[src/hw/rtl/font_unicode_table_parser_assert.svh]
// Assertion macros shared by the font Unicode table parser RTL.
`ifndef FONT_UNICODE_TABLE_PARSER_ASSERT_SVH
`define FONT_UNICODE_TABLE_PARSER_ASSERT_SVH

// Checks a property on every rising edge of clk_i while out of reset.
`define FONTUT_ASSERT(label, prop, msg) \
  label: assert property (@(posedge clk_i) disable iff (!rst_ni) (prop)) else $error(msg);

// Checks that a condition implies a consequence in the next cycle.
`define FONTUT_ASSERT_NEXT(label, cond, conseq, msg) \
  label: assert property (@(posedge clk_i) disable iff (!rst_ni) \
    (cond) |=> (conseq)) else $error(msg);

`endif

[src/hw/rtl/fontut_pkg.sv]
// Types and constants for the font Unicode table parser.
`timescale 1ns / 1ps
package fontut_pkg;

  localparam int unsigned ByteW    = 8;
  localparam int unsigned CodeW    = 21;
  localparam int unsigned GlyphW   = 16;
  localparam int unsigned PendW    = 2;
  localparam int unsigned FmtW     = 2;
  localparam int unsigned CfgIdxW  = 1;
  localparam int unsigned CfgDataW = 2;
  localparam int unsigned OutDataW = 40;

  typedef logic [ByteW-1:0]    byte_t;
  typedef logic [CodeW-1:0]    code_t;
  typedef logic [GlyphW-1:0]   glyph_t;
  typedef logic [PendW-1:0]    pend_t;
  typedef logic [CfgIdxW-1:0]  cfg_idx_t;
  typedef logic [CfgDataW-1:0] cfg_data_t;
  typedef logic [OutDataW-1:0] out_data_t;

  typedef enum logic [FmtW-1:0] {
    FmtUndef0 = 2'd0,
    FmtV1     = 2'd1,
    FmtV2     = 2'd2,
    FmtUndef3 = 2'd3
  } fmt_e;

  localparam cfg_idx_t RegFormat   = 1'b0;
  localparam cfg_idx_t RegGlyphs512 = 1'b1;

  localparam byte_t GlyphEndByte = 8'hFF;
  localparam byte_t SkipByte     = 8'hFE;

endpackage

[src/hw/rtl/font_unicode_table_parser.sv]
// Top level of the font Unicode table parser: UTF-8 decode of table bytes.
//
// Channel     Dir  Fields (tdata from bit 0 up)
// s_axis      in   table_byte[7:0]
// m_axis      out  codepoint[20:0], glyph_index[36:21], zero fill[39:37]
// cfg         in   index 0 format_version, index 1 glyphs_512
//
// One byte per cycle is accepted while m_axis is not stalled. The byte sits in an
// input register, is decoded against the sequence state and the pair lands in the
// output register. rst_ni clears control state and glyphs_512, and sets FmtV1.
// A stall on m_axis holds both stages; s_axis keeps taking bytes while they move.
`timescale 1ns / 1ps
`include "font_unicode_table_parser_assert.svh"

module font_unicode_table_parser (
  input  logic                   clk_i,
  input  logic                   rst_ni,
  input  logic                   s_axis_tvalid_i,
  output logic                   s_axis_tready_o,
  input  fontut_pkg::byte_t      s_axis_tdata_i,   // table_byte[7:0]
  output logic                   m_axis_tvalid_o,
  input  logic                   m_axis_tready_i,
  output fontut_pkg::out_data_t  m_axis_tdata_o,   // codepoint[20:0], glyph_index[36:21]
  input  logic                   cfg_valid_i,
  output logic                   cfg_ready_o,
  input  fontut_pkg::cfg_idx_t   cfg_index_i,
  input  fontut_pkg::cfg_data_t  cfg_data_i
);
  import fontut_pkg::*;

  fmt_e   fmt_q;
  logic   glyphs_512_q;
  logic   in_valid_q;
  byte_t  in_byte_q;
  glyph_t counter_q, counter_d;
  pend_t  pend_q, pend_d;
  code_t  partial_q, partial_d;
  logic   out_valid_q;
  code_t  out_code_q;
  glyph_t out_glyph_q;

  logic   advance;
  logic   fmt2;
  logic   at_limit;
  logic   finish;
  code_t  value;
  logic   emit;

  assign advance         = !out_valid_q || m_axis_tready_i;
  assign s_axis_tready_o = !in_valid_q || advance;
  assign cfg_ready_o     = 1'b1;
  assign m_axis_tvalid_o = out_valid_q;
  assign m_axis_tdata_o  = {3'b000, out_glyph_q, out_code_q};

  assign fmt2     = (fmt_q == FmtV2);
  assign at_limit = glyphs_512_q ? (counter_q[15:9] != 7'd0) : (counter_q[15:8] != 8'd0);

  always_comb begin
    counter_d = counter_q;
    pend_d    = pend_q;
    partial_d = partial_q;
    finish    = 1'b0;
    value     = {{(CodeW-ByteW){1'b0}}, in_byte_q};
    if (pend_q != 2'd0) begin
      partial_d = {partial_q[CodeW-7:0], in_byte_q[5:0]};
      pend_d    = pend_q - 2'd1;
      finish    = (pend_q == 2'd1);
      value     = partial_d;
    end else if (fmt2 || !at_limit) begin
      priority if (in_byte_q == GlyphEndByte) begin
        counter_d = counter_q + 16'd1;
      end else if (in_byte_q == SkipByte) begin
        counter_d = counter_q;
      end else if (!in_byte_q[7]) begin
        finish = 1'b1;
      end else if (fmt2) begin
        // Format 2 tests one lead bit at a time.
        priority if (!in_byte_q[5]) begin
          partial_d = {16'd0, in_byte_q[4:0]};
          pend_d    = 2'd1;
        end else if (!in_byte_q[4]) begin
          partial_d = {17'd0, in_byte_q[3:0]};
          pend_d    = 2'd2;
        end else if (!in_byte_q[3]) begin
          partial_d = {18'd0, in_byte_q[2:0]};
          pend_d    = 2'd3;
        end else begin
          pend_d = 2'd0;
        end
      end else begin
        priority if (in_byte_q[7:5] == 3'b110) begin
          partial_d = {16'd0, in_byte_q[4:0]};
          pend_d    = 2'd1;
        end else if (in_byte_q[7:4] == 4'b1110) begin
          partial_d = {17'd0, in_byte_q[3:0]};
          pend_d    = 2'd2;
        end else begin
          pend_d = 2'd0;
        end
      end
    end
  end

  // Format 1 only passes values in the basic plane, excluding 0xFFFF.
  assign emit = finish && (value != '0) &&
                (fmt2 || ((value[20:16] == 5'd0) && (value[15:0] != 16'hFFFF)));

  always_ff @(posedge clk_i or negedge rst_ni) begin
    if (!rst_ni) begin
      fmt_q        <= FmtV1;
      glyphs_512_q <= 1'b0;
    end else if (cfg_valid_i) begin
      unique case (cfg_index_i)
        RegFormat:    fmt_q        <= fmt_e'(cfg_data_i);
        RegGlyphs512: glyphs_512_q <= cfg_data_i[0];
        default:      fmt_q        <= fmt_q;
      endcase
    end
  end

  always_ff @(posedge clk_i or negedge rst_ni) begin
    if (!rst_ni) begin
      in_valid_q  <= 1'b0;
      counter_q   <= '0;
      pend_q      <= '0;
      partial_q   <= '0;
      out_valid_q <= 1'b0;
    end else begin
      if (s_axis_tready_o) begin
        in_valid_q <= s_axis_tvalid_i;
      end
      if (advance) begin
        out_valid_q <= in_valid_q && emit;
        if (in_valid_q) begin
          counter_q <= counter_d;
          pend_q    <= pend_d;
          partial_q <= partial_d;
        end
      end
    end
  end

  always_ff @(posedge clk_i) begin
    if (s_axis_tready_o && s_axis_tvalid_i) begin
      in_byte_q <= s_axis_tdata_i;
    end
    if (advance && in_valid_q && emit) begin
      out_code_q  <= value;
      out_glyph_q <= counter_q;
    end
  end

  `FONTUT_ASSERT(a_out_nonzero, !out_valid_q || (out_code_q != '0), "zero codepoint emitted")
  `FONTUT_ASSERT_NEXT(a_counter_step, 1'b1,
    (counter_q == $past(counter_q)) || (counter_q == $past(counter_q) + 16'd1),
    "glyph counter jumped")
  `FONTUT_ASSERT_NEXT(a_counter_hold_mid_seq, pend_q != 2'd0, $stable(counter_q),
    "glyph counter moved inside a sequence")
  `FONTUT_ASSERT_NEXT(a_stall_holds_input, in_valid_q && !advance, in_valid_q && $stable(in_byte_q),
    "input register lost an item during a stall")

endmodule
[config.mk]
export PLATFORM = sky130hd
export DESIGN_NAME = font_unicode_table_parser
export DESIGN_NICKNAME = d
export VERILOG_FILES = /design/src/hw/rtl/fontut_pkg.sv /design/src/hw/rtl/font_unicode_table_parser.sv
export VERILOG_INCLUDE_DIRS = /design/src /design/src/hw/rtl
export SDC_FILE = /design/constraint.sdc
export NUM_CORES = 1
export LEC_CHECK = 0
export BUFFER_PORTS_ARGS = -buffer_cell sky130_fd_sc_hd__buf_4
export CORE_ASPECT_RATIO = 0.7
export CORE_MARGIN = 2
export CORE_UTILIZATION = 59
export DETAILED_ROUTE_END_ITERATION = 8
export PLACE_DENSITY = 0.83
export SYNTH_ARGS = -nofsm -noshare
export SYNTH_HDL_FRONTEND = slang
export SYNTH_SLANG_ARGS = --single-unit
[constraint.sdc]
create_clock -name clk_i -period 7.27 [get_ports clk_i]
set_input_delay 1.0905 -clock clk_i [delete_from_list [all_inputs] [get_ports clk_i]]
set_output_delay 1.0905 -clock clk_i [all_outputs]
set_load 0.05 [all_outputs]
==> summary.txt, run 1 <==
slew margin rel. = 33.5%
initial core utilization = 60.3%
PostCTS Resize Cnt = 0
FP Rows = 23
Root Driver = clkbuf_8
FILL cells = 399
clock sinks = 83
DR pass1 iterations = 4
Ports = 59
CORE AREA = 0.00564 mm²
Slew Limit Fails = 0
Worst-Skew Late Latency = 350 ps
prevailing post-synth register cell = edfxtp_1
Gate Count Post-Synth = 251
worst slew pin tran = 995 ps
Syn-to-layout area delta = 19.2%
layout cell share with drive strength beyond 1 = 27.6%
status = complete, no violations
critical path type = flop to flop
Max Clock Freq = 321 MHz
sum of negative setup slack = 0 ps
LEAKAGE = 1.68 nW
clock skew = 6.34 ps
final hold violations = 0
Synth Register Bits = 83
Total GRT Usage = 20.9%
number of flops mapped to enable cells by yosys = 45
GRT overflow = 0
die width = 94.7 µm
Initial DRC Count = 185
largest net degree at the start of global routing = 39
first-pass GRT wire length = 9780 µm
post-route minimum period = 3110 ps
final std cells w/o fill = 387
Hold WC Path Type = flop to flop
clk slew on worst S/H paths = 80 ps
antenna violations before repair = 0
type of origin of the critical path = flop
HPWL after detailed placement = 4060 µm
Final #Nets = 324
reg2reg setup slack = 4160 ps
Max Root-Sink Buffers = 2
drt wl/cell = 15.2 µm
asr flop ratio synth = 45.8%
max cap viols = 0
die area = 0.00639 mm²
DRT Wirelength = 5880 µm
RSZ-0062 raised after global routing = false
Final setup viols = 0
Final ANT Viol Nets = 0
via count = 2149
Die H = 67.5 µm
crit path DAT = 3090 ps
n_diodes = 0
synthesized cell area = 0.00340 mm²
Worst Path Required = 7240 ps
post-synth cell types = 42
Ys Warns = 0
vias in the first global route = 1952
dpl cells = 371
CTS tree = done
Final Util = 71.8%
Num CTS Buffers = 9
worst hold slack = 491 ps
Final Power = 0.00111 W
Critical Path Sink Type = flop
register area share after synthesis = 67.8%
peak supply drop = 0.177 mV
# DRC = 0
global placer's final weighted congestion = 0.900
Vias/cell = 5.55
hold buffer count at cts = 0
port bufs = 54
pwr dens = 275 mW/mm²
Critical Path Fanout Max = 37
H-tree Lvls = 3
postcts setup bufs = 0
Final period util = 42.8%
Post-Syn Area per Cell = 13.5 µm²
## report_power, final
group / switching [W] / leakage, nW / internal, W
Clock: 0.000159 / 0.0922 / 0.000169
Sequential: 0.0000554 / 0.912 / 0.000554
Combinational: 0.000101 / 0.674 / 0.0000732
## cells in the final DEF (no fill, tap or decap), types with 2 or more instances in the layout
cell type	instances
inv_1	6
clkinvlp_4	3
nand2b_1	4
o2111ai_1	2
xnor2_1	6
dfrtp_1	37
nor2_1	17
nor4_1	5
nand4_1	9
xor2_1	9
o21ai_0	6
nand2_1	14
nand3_1	5
mux2_2	6
a32o_1	2
clkbuf_8	10
or3_1	2
a22o_1	10
nor3_1	9
and2_1	16
mux2_4	3
or2_2	3
conb_1	4
nor2b_1	4
edfxtp_1	45
buf_4	54
a21oi_1	3
## path summary, 6_finish.rpt
kind                                           startpoint                   endpoint  cells past startpoint
worst max-delay path            counter_q[10]$_DFFE_PN0P_   out_glyph_q[1]$_DFFE_PP_                      5
worst min-delay path            counter_q[12]$_DFFE_PN0P_  out_glyph_q[12]$_DFFE_PP_                      0
worst max register to register  counter_q[10]$_DFFE_PN0P_   out_glyph_q[1]$_DFFE_PP_                      5
worst min register to register  counter_q[12]$_DFFE_PN0P_  out_glyph_q[12]$_DFFE_PP_                      0
max in group asynchronous                          rst_ni       fmt_q[0]$_DFFE_PN1P_                      1
min in group asynchronous                          rst_ni  counter_q[13]$_DFFE_PN0P_                      1
## synth_stat cells (5+ instances only)
cell type | count | share of area (%)
edfxtp_1 | 45 | 40
dfrtp_1 | 37 | 27
nor2_1 | 18 | 2.0
and2_1 | 16 | 2.9
nand2_1 | 14 | 1.5
a22o_1 | 10 | 2.6
nand4_1 | 9 | 1.7
nor3_1 | 9 | 1.3
xor2_1 | 9 | 2.3
inv_1 | 6 | 0.66
mux2_2 | 6 | 2.0
o21ai_0 | 6 | 0.88
xnor2_1 | 6 | 1.5
clkbuf_1 | 5 | 0.55
nand3_1 | 5 | 0.74
nor4_1 | 5 | 0.92
## flip-flops by register name, summed over array words and instances (netlist names)
signal           cells
out_code_q          21
counter_q           16
out_glyph_q         16
partial_q           15
in_byte_q            8
fmt_q                2
pend_q               2
glyphs_512_q         1
in_valid_q           1
m_axis_tvalid_o      1
## area by class of cell
class	instances	area (µm²)	area share (%)
multi-input cells	153	1020	25.3
flip-flops and latches	83	2300	56.9
well taps	75	93.8	2.32
inverters	6	22.5	0.556
clock inverters	5	61.3	1.51
clock buffers	11	141	3.49
repair buffers	54	405	10.0
## through the flow
step           setup WS (ps)  area [µm²]
3_3_place_gp            4190        3850
5_1_grt                 3930        4050
3_5_place_dp            4120        3850
6_report                4160        4050
4_1_cts                 4090        4050
2_1_floorplan           3590        3410
## cell families after synthesis
family / count (synthesis) / share of synthesized area (%)
mux: 9 / 3.31
buf+inv: 17 / 2.58
xor+xnor: 15 / 3.86
compound gates: 30 / 6.81
flops: 83 / 67.8
fa+ha+maj: 1 / 0.368
simple gates: 94 / 15.1
other cells: 2 / 0.221
## layer usage
metal,routed length [µm],global-route usage (%),vias up
met4,108,7.61,0
li1,-,-,1023
met5,0,0,-
met2,2490,27.8,108
met3,511,6.14,11
met1,2770,32.5,1007
## worst max-delay path: stages (launching register included)
cell and delay [ps]:
dfrtp_1 450, or4_4 600, o31ai_2 470, o32a_1 230, nand4_1 170, nor2_4 790
Note: power is estimated with default switching activity, not from simulation.
==> run 2: changes to the inputs <==
--- a/config.mk
+++ b/config.mk
@@ -6,12 +6,13 @@
 export SDC_FILE = /design/constraint.sdc
 export NUM_CORES = 1
 export LEC_CHECK = 0
+export ABC_AREA = 1
 export BUFFER_PORTS_ARGS = -buffer_cell sky130_fd_sc_hd__buf_4
 export CORE_ASPECT_RATIO = 0.7
 export CORE_MARGIN = 2
-export CORE_UTILIZATION = 59
+export CORE_UTILIZATION = 56
 export DETAILED_ROUTE_END_ITERATION = 8
-export PLACE_DENSITY = 0.83
+export PLACE_DENSITY = 0.79
 export SYNTH_ARGS = -nofsm -noshare
 export SYNTH_HDL_FRONTEND = slang
 export SYNTH_SLANG_ARGS = --single-unit
==> constraint.sdc (replaced) <==
create_clock -name clk_i -period 3.2 [get_ports clk_i]
set_input_delay 0.48 -clock clk_i [delete_from_list [all_inputs] [get_ports clk_i]]
set_output_delay 0.48 -clock clk_i [all_outputs]
set_load 0.05 [all_outputs]
==> run 2 against run 1 <==
First-iteration DRC count grew 39%. Count of clock-buffer cells in the layout is the same. Synthesized cell count grew 49%. Critical path depth grew 4. Combinational power grew to 6.2 times the previous value. Via count grew 25%. Worst setup slack lost 3100 ps. Sequential power grew 150%. Critical path type unchanged.
==> summary.txt, run 2 <==
status = complete, no violations
RSZ-0062 raised after global routing = false
prevailing post-synth register cell = edfxtp_1
dominant cell type by area after synthesis = edfxtp_1
Critical Path Fanout Max = 24
global placer's final weighted congestion = 0.890
die area = 0.00731 mm²
Clock Power Share = 22.2%
Root Driver = clkbuf_8
register with the most flip-flops = out_code_q
clock sinks = 83
Max Clock Freq = 466 MHz
drt wl/cell = 13.9 µm
sum of negative setup slack = 0 ps
asr flop ratio synth = 45.8%
clk slew on worst S/H paths = 80 ps
cell internal pwr = 0.00203 W
FP Rows = 24
Worst-Skew Late Latency = 350 ps
synthesized cell area = 0.00372 mm²
final std cells w/o fill = 529
Ports = 59
vias in the first global route = 2441
Syn-to-layout area delta = 18.0%
final hold violations = 0
Final period util = 67.1%
Total GRT Usage = 21.8%
critical path type = flop to flop
# DRC = 0
Regs by FF count = out_code_q (21), counter_q (16), out_glyph_q (16)
Reg power frac = 45.4%
Gate Count Post-Synth = 373
Max Root-Sink Buffers = 2
Die H = 72.2 µm
CORE AREA = 0.00634 mm²
dpl cells = 513
n_diodes = 0
Largest register FFs = 21
Final ANT Viol Nets = 0
DRT Wirelength = 7340 µm
Critical Path Slowest Stage Cell = dfrtp_1
postcts setup bufs = 0
Hold WC Path Type = input port to async pin
Initial DRC Count = 258
largest net degree at the start of global routing = 39
post-route minimum period = 2150 ps
Post-Syn Area per Cell = 9.96 µm²
via count = 2692
antenna violations before repair = 0
PostCTS Resize Cnt = 0
Comb pwr share = 32.4%
P_sw = 0.00129 W
HPWL after detailed placement = 5260 µm
register area share after synthesis = 62.0%
number of flops mapped to enable cells by yosys = 45
Num CTS Buffers = 9
count leader, synth = nand2_1
pwr dens = 757 mW/mm²
most used cell, CP = nand3_1
commonest non-fill, non-tap cell in the layout = nand2_1
hold buffer count at cts = 0
Ys Warns = 0
H-tree Lvls = 3
die width = 101 µm
DR pass1 iterations = 5
Synth top area share = 36.4%
Synth area leaders = edfxtp_1, dfrtp_1, nand2_1, inv_1, nor2_1
slew margin rel. = 42.3%
Final #Nets = 450
type of origin of the critical path = flop
post-synth cell types = 32
CP max stage delay = 440 ps
LEAKAGE = 2.01 nW
Synth Register Bits = 83
switching power share of the total = 38.8%
Slew Limit Fails = 0
most frequent cells in the layout = nand2_1, buf_4, inv_1
top cells by count, synth = nand2_1, inv_1, edfxtp_1
Worst Path Required = 3220 ps
port bufs = 54
clock skew = 8.79 ps
Final setup viols = 0
max cap viols = 0
CTS tree = done
Critical Path Sink Type = flop
crit path DAT = 2170 ps
initial core utilization = 58.6%
CP Cell Sequence = inv_2 -> nand2_2 -> o21ai_0 -> nand3_1 -> o21bai_1 -> nand2_1 -> nand3_1 -> inv_1 -> buf_4
Vias/cell = 5.09
peak supply drop = 0.388 mV
reg2reg setup slack = 1050 ps
GRT overflow = 0
first-pass GRT wire length = 12000 µm
worst slew pin tran = 863 ps
layout cell share with drive strength beyond 1 = 21.5%
run 2: power groups by stage:
stage                     clock network [W]  logic, W  registers [W]
after floorplan                           0  0.000524        0.00180
after global placement                    0   0.00104        0.00152
after detailed placement                  0   0.00107        0.00152
after CTS                          0.000752   0.00108        0.00150
after global routing               0.000796   0.00117        0.00152
final                              0.000736   0.00108        0.00151
run 2: logic make-up (layout without fill, tap and decap cells):
logic type	after synthesis	in the layout	share of synthesized area, %
compound gates	34	34	4.88
other cells	2	4	0.202
fa+ha+maj	1	1	0.337
simple gates	173	173	21.9
flops	83	83	62.0
xor+xnor	13	13	3.06
buf+inv	67	130	7.68
run 2: layer usage:
metal | GRT usage, % | part of all wire [%] | up-vias
met5 | 0 | 0 | -
met4 | 6.16 | 1.2 | 0
met3 | 6.17 | 6.6 | 11
met2 | 31.2 | 44 | 121
met1 | 32.9 | 48 | 1253
li1 | - | - | 1307
run 2: layout make-up:
class / count / area (µm²)
flip-flops and latches: 83 / 2300
fillers: 461 / 1950
multi-input cells: 225 / 1130
repair buffers: 56 / 420
inverters: 58 / 218
clock buffers: 11 / 131
well taps: 91 / 114
clock inverters: 5 / 62.6
run 2: worst paths after layout:
kind | start | end | cells after the start
setup / recovery | pend_q[1]$_DFFE_PN0P_ | out_glyph_q[13]$_DFFE_PP_ | 9
hold / removal | rst_ni | counter_q[0]$_DFFE_PN0P_ | 1
setup reg to reg | pend_q[1]$_DFFE_PN0P_ | out_glyph_q[13]$_DFFE_PP_ | 9
hold reg to reg | counter_q[4]$_DFFE_PN0P_ | out_glyph_q[4]$_DFFE_PP_ | 0
max in group asynchronous | rst_ni | fmt_q[0]$_DFFE_PN1P_ | 1
min in group clk_i | s_axis_tdata_i[5] | in_byte_q[5]$_DFFE_PP_ | 1
run 2: metrics by stage:
stage               instance area [µm²]  total power [W]  setup slack (ps)  util, %  hold slack, ps
floorplan                          3720          0.00232               930        -             184
global placement                   4190          0.00256              1190     66.1             431
detailed placement                 4190          0.00260              1070     66.1             437
CTS                                4380          0.00333              1050     69.2            99.4
global route                       4380          0.00349               832     69.2             119
finish                             4380          0.00332              1050     69.2            91.1
run 2: critical path: cells and delay by family (launching register included):
| kind | cells | cell delay, ps |
|---|---|---|
| compound gates | 2 | 360 |
| buf+inv | 3 | 500 |
| flops | 1 | 440 |
| simple gates | 4 | 500 |
==> run 3: changes to the inputs <==
--- a/config.mk
+++ b/config.mk
@@ -6,13 +6,13 @@
 export SDC_FILE = /design/constraint.sdc
 export NUM_CORES = 1
 export LEC_CHECK = 0
-export ABC_AREA = 1
+export ABC_AREA = 0
 export BUFFER_PORTS_ARGS = -buffer_cell sky130_fd_sc_hd__buf_4
 export CORE_ASPECT_RATIO = 0.7
 export CORE_MARGIN = 2
-export CORE_UTILIZATION = 56
+export CORE_UTILIZATION = 50
 export DETAILED_ROUTE_END_ITERATION = 8
-export PLACE_DENSITY = 0.79
+export PLACE_DENSITY = 0.75
 export SYNTH_ARGS = -nofsm -noshare
 export SYNTH_HDL_FRONTEND = slang
 export SYNTH_SLANG_ARGS = --single-unit
==> constraint.sdc (replaced) <==
create_clock -name clk_i -period 1.7 [get_ports clk_i]
set_input_delay 0.255 -clock clk_i [delete_from_list [all_inputs] [get_ports clk_i]]
set_output_delay 0.255 -clock clk_i [all_outputs]
set_load 0.05 [all_outputs]
==> run 3 against run 2 <==
The run now ends with negative setup slack left. Global-route usage down 0.49 points. Combinational power up 19%. Fmax down 7.6%. First-iteration DRC count down 40%. Flip-flop and latch count unchanged. Power up 53%. Worst setup slack worse by 1700 ps. Final cell count down 10%. Non-clock buffer count up 68. Via count down 7.3%. Critical path type unchanged. Highest routed layer unchanged.
==> summary.txt, run 3 (synthesis gave the netlist of run 1 again) <==
slew margin rel. = 63.6%
global placer's final weighted congestion = 0.830
cell internal pwr = 0.00355 W
max cap viols = 0
Num CTS Buffers = 9
Final period util = 137%
GRT overflow = 0
Max Clock Freq = 430 MHz
crit path DAT = 2400 ps
Vias/cell = 5.24
peak supply drop = 0.782 mV
P_sw = 0.00152 W
post-route minimum period = 2320 ps
critical path's top delay family = simple AND/OR/NAND/NOR gates
Max Root-Sink Buffers = 2
commonest non-fill, non-tap cell in the layout = buf_4
Final Util = 74.0%
type of origin of the critical path = flop
switching power share of the total = 30.0%
RSZ-0062 raised after global routing = true
Critical Path Fanout Max = 7
Hold WC Path Type = input port to flop
clock sinks = 83
FILL cells = 439
H-tree Lvls = 3
Largest register FFs = 21
Worst-Skew Late Latency = 350 ps
Worst Path Required = 1780 ps
die width = 103 µm
pwr dens = 1030 mW/mm²
# DRC = 0
Root Driver = clkbuf_8
FP Rows = 25
worst slew pin tran = 544 ps
Slew Limit Fails = 0
HPWL after detailed placement = 5100 µm
Initial DRC Count = 155
port bufs = 54
CP Cell Sequence = or4_4 -> o31ai_4 -> o32a_1 -> nand4_1 -> nor2_4 -> buf_6 -> buf_12 -> buf_16
status = complete, but fails checks
Final setup viols = 71
layout cell share with drive strength beyond 1 = 45.5%
register with the most flip-flops = out_code_q
Comb pwr share = 25.5%
DRT Wirelength = 7610 µm
antenna violations before repair = 0
failing checks = negative setup slack
Critical Path Slowest Stage Cell = or4_4
WP buf/inv = 3
CORE AREA = 0.00666 mm²
die area = 0.00748 mm²
final hold violations = 0
Ports = 59
clk slew on worst S/H paths = 90 ps
Total GRT Usage = 21.3%
Regs by FF count = out_code_q (21), counter_q (16), out_glyph_q (16)
Final ANT Viol Nets = 0
LEAKAGE = 2.15 nW
Die H = 73.0 µm
vias in the first global route = 2284
largest net degree at the start of global routing = 39
Clock Power Share = 25.0%
Reg power frac = 49.5%
clock skew = 8.50 ps
n_diodes = 0
CTS tree = done
DR pass1 iterations = 4
Final Power = 0.00508 W
Syn-to-layout area delta = 45.0%
Final #Nets = 394
via count = 2495
initial core utilization = 51.0%
post-route setup slack = -624 ps
most frequent cells in the layout = buf_4, edfxtp_1, dfrtp_1
drt wl/cell = 16.0 µm
first-pass GRT wire length = 11600 µm
CP max stage delay = 580 ps
critical path type = flop to flop
Critical Path Sink Type = flop
## run 3: changes by cell type in the layout (fill, tap and decap cells not counted), sizes merged, moves of 4 or more
cell	previous run	this run
mux2	0	9
nor2b	0	4
inv	59	7
nand3	17	5
a21oi	8	3
a22o	0	10
o21ai	21	6
nor4	0	6
nand2b	0	4
nand2	100	14
buf	56	122
and2	0	16
nor2	39	18
## run 3: power by group through the flow
stage / registers (W) / clock network, W / logic (W)
after global placement: 0.00254 / 0 / 0.00111
final: 0.00251 / 0.00127 / 0.00129
after detailed placement: 0.00255 / 0 / 0.00114
after global routing: 0.00254 / 0.00139 / 0.00139
after CTS: 0.00251 / 0.00130 / 0.00124
after floorplan: 0.00270 / 0 / 0.000464
## run 3: repair_timing
| item | CTS | global route |
|---|---|---|
| hold endpoints to repair | 37 | 0 |
| setup buffers | 8 | 4 |
| hold buffers | 1 | 0 |
| endpoints found under the setup margin | 71 | 72 |
| gates resized for setup | 27 | 19 |
| cloned | 2 | 1 |
| pin swaps | 2 | 13 |
## run 3: through the flow
stage               cells  cell area, µm²  setup WS, ps  hold WS, ps  setup TNS, ps
floorplan             253            3500          -823        -40.6         -39470
global placement      446            4370          -536          249         -26490
detailed placement    446            4370          -585          255         -29310
CTS                   473            4790          -573         58.4         -31180
global route          476            4930          -685         54.8         -39310
finish                476            4930          -624         77.7         -34850
## run 3: final timing paths
check / startpoint / end / slack (ps) / cells past startpoint
hold reg to reg: counter_q[5]$_DFFE_PN0P_ / counter_q[5]$_DFFE_PN0P_ / 530 / 1
hold / removal: s_axis_tdata_i[5] / in_byte_q[5]$_DFFE_PP_ / 80 / 1
setup reg to reg: counter_q[10]$_DFFE_PN0P_ / out_code_q[8]$_DFFE_PP_ / -620 / 8
setup / recovery: counter_q[10]$_DFFE_PN0P_ / out_code_q[8]$_DFFE_PP_ / -620 / 8
max in group asynchronous: rst_ni / m_axis_tvalid_o$_DFFE_PN0N_ / 920 / 2
min in group asynchronous: rst_ni / counter_q[15]$_DFFE_PN0P_ / 410 / 2
## run 3: cell type report
cell class / count / area (µm²) / share of cell area (%)
Multi-Input combinational cell: 153 / 1220 / 24.7
Tap cell: 94 / 118 / 2.39
Sequential cell: 83 / 2300 / 46.8
Timing Repair Buffer: 124 / 1090 / 22.1
Clock buffer: 10 / 128 / 2.59
Inverter: 6 / 22.5 / 0.457
Clock inverter: 6 / 50.0 / 1.02
## run 3: per-layer routing
| metal | wire length [µm] | GRT usage (%) |
|---|---|---|
| met2 | 3480 | 30.3 |
| met1 | 3490 | 31.7 |
| met3 | 523 | 6.80 |
| met5 | 0 | 0 |
| met4 | 115 | 6.07 |
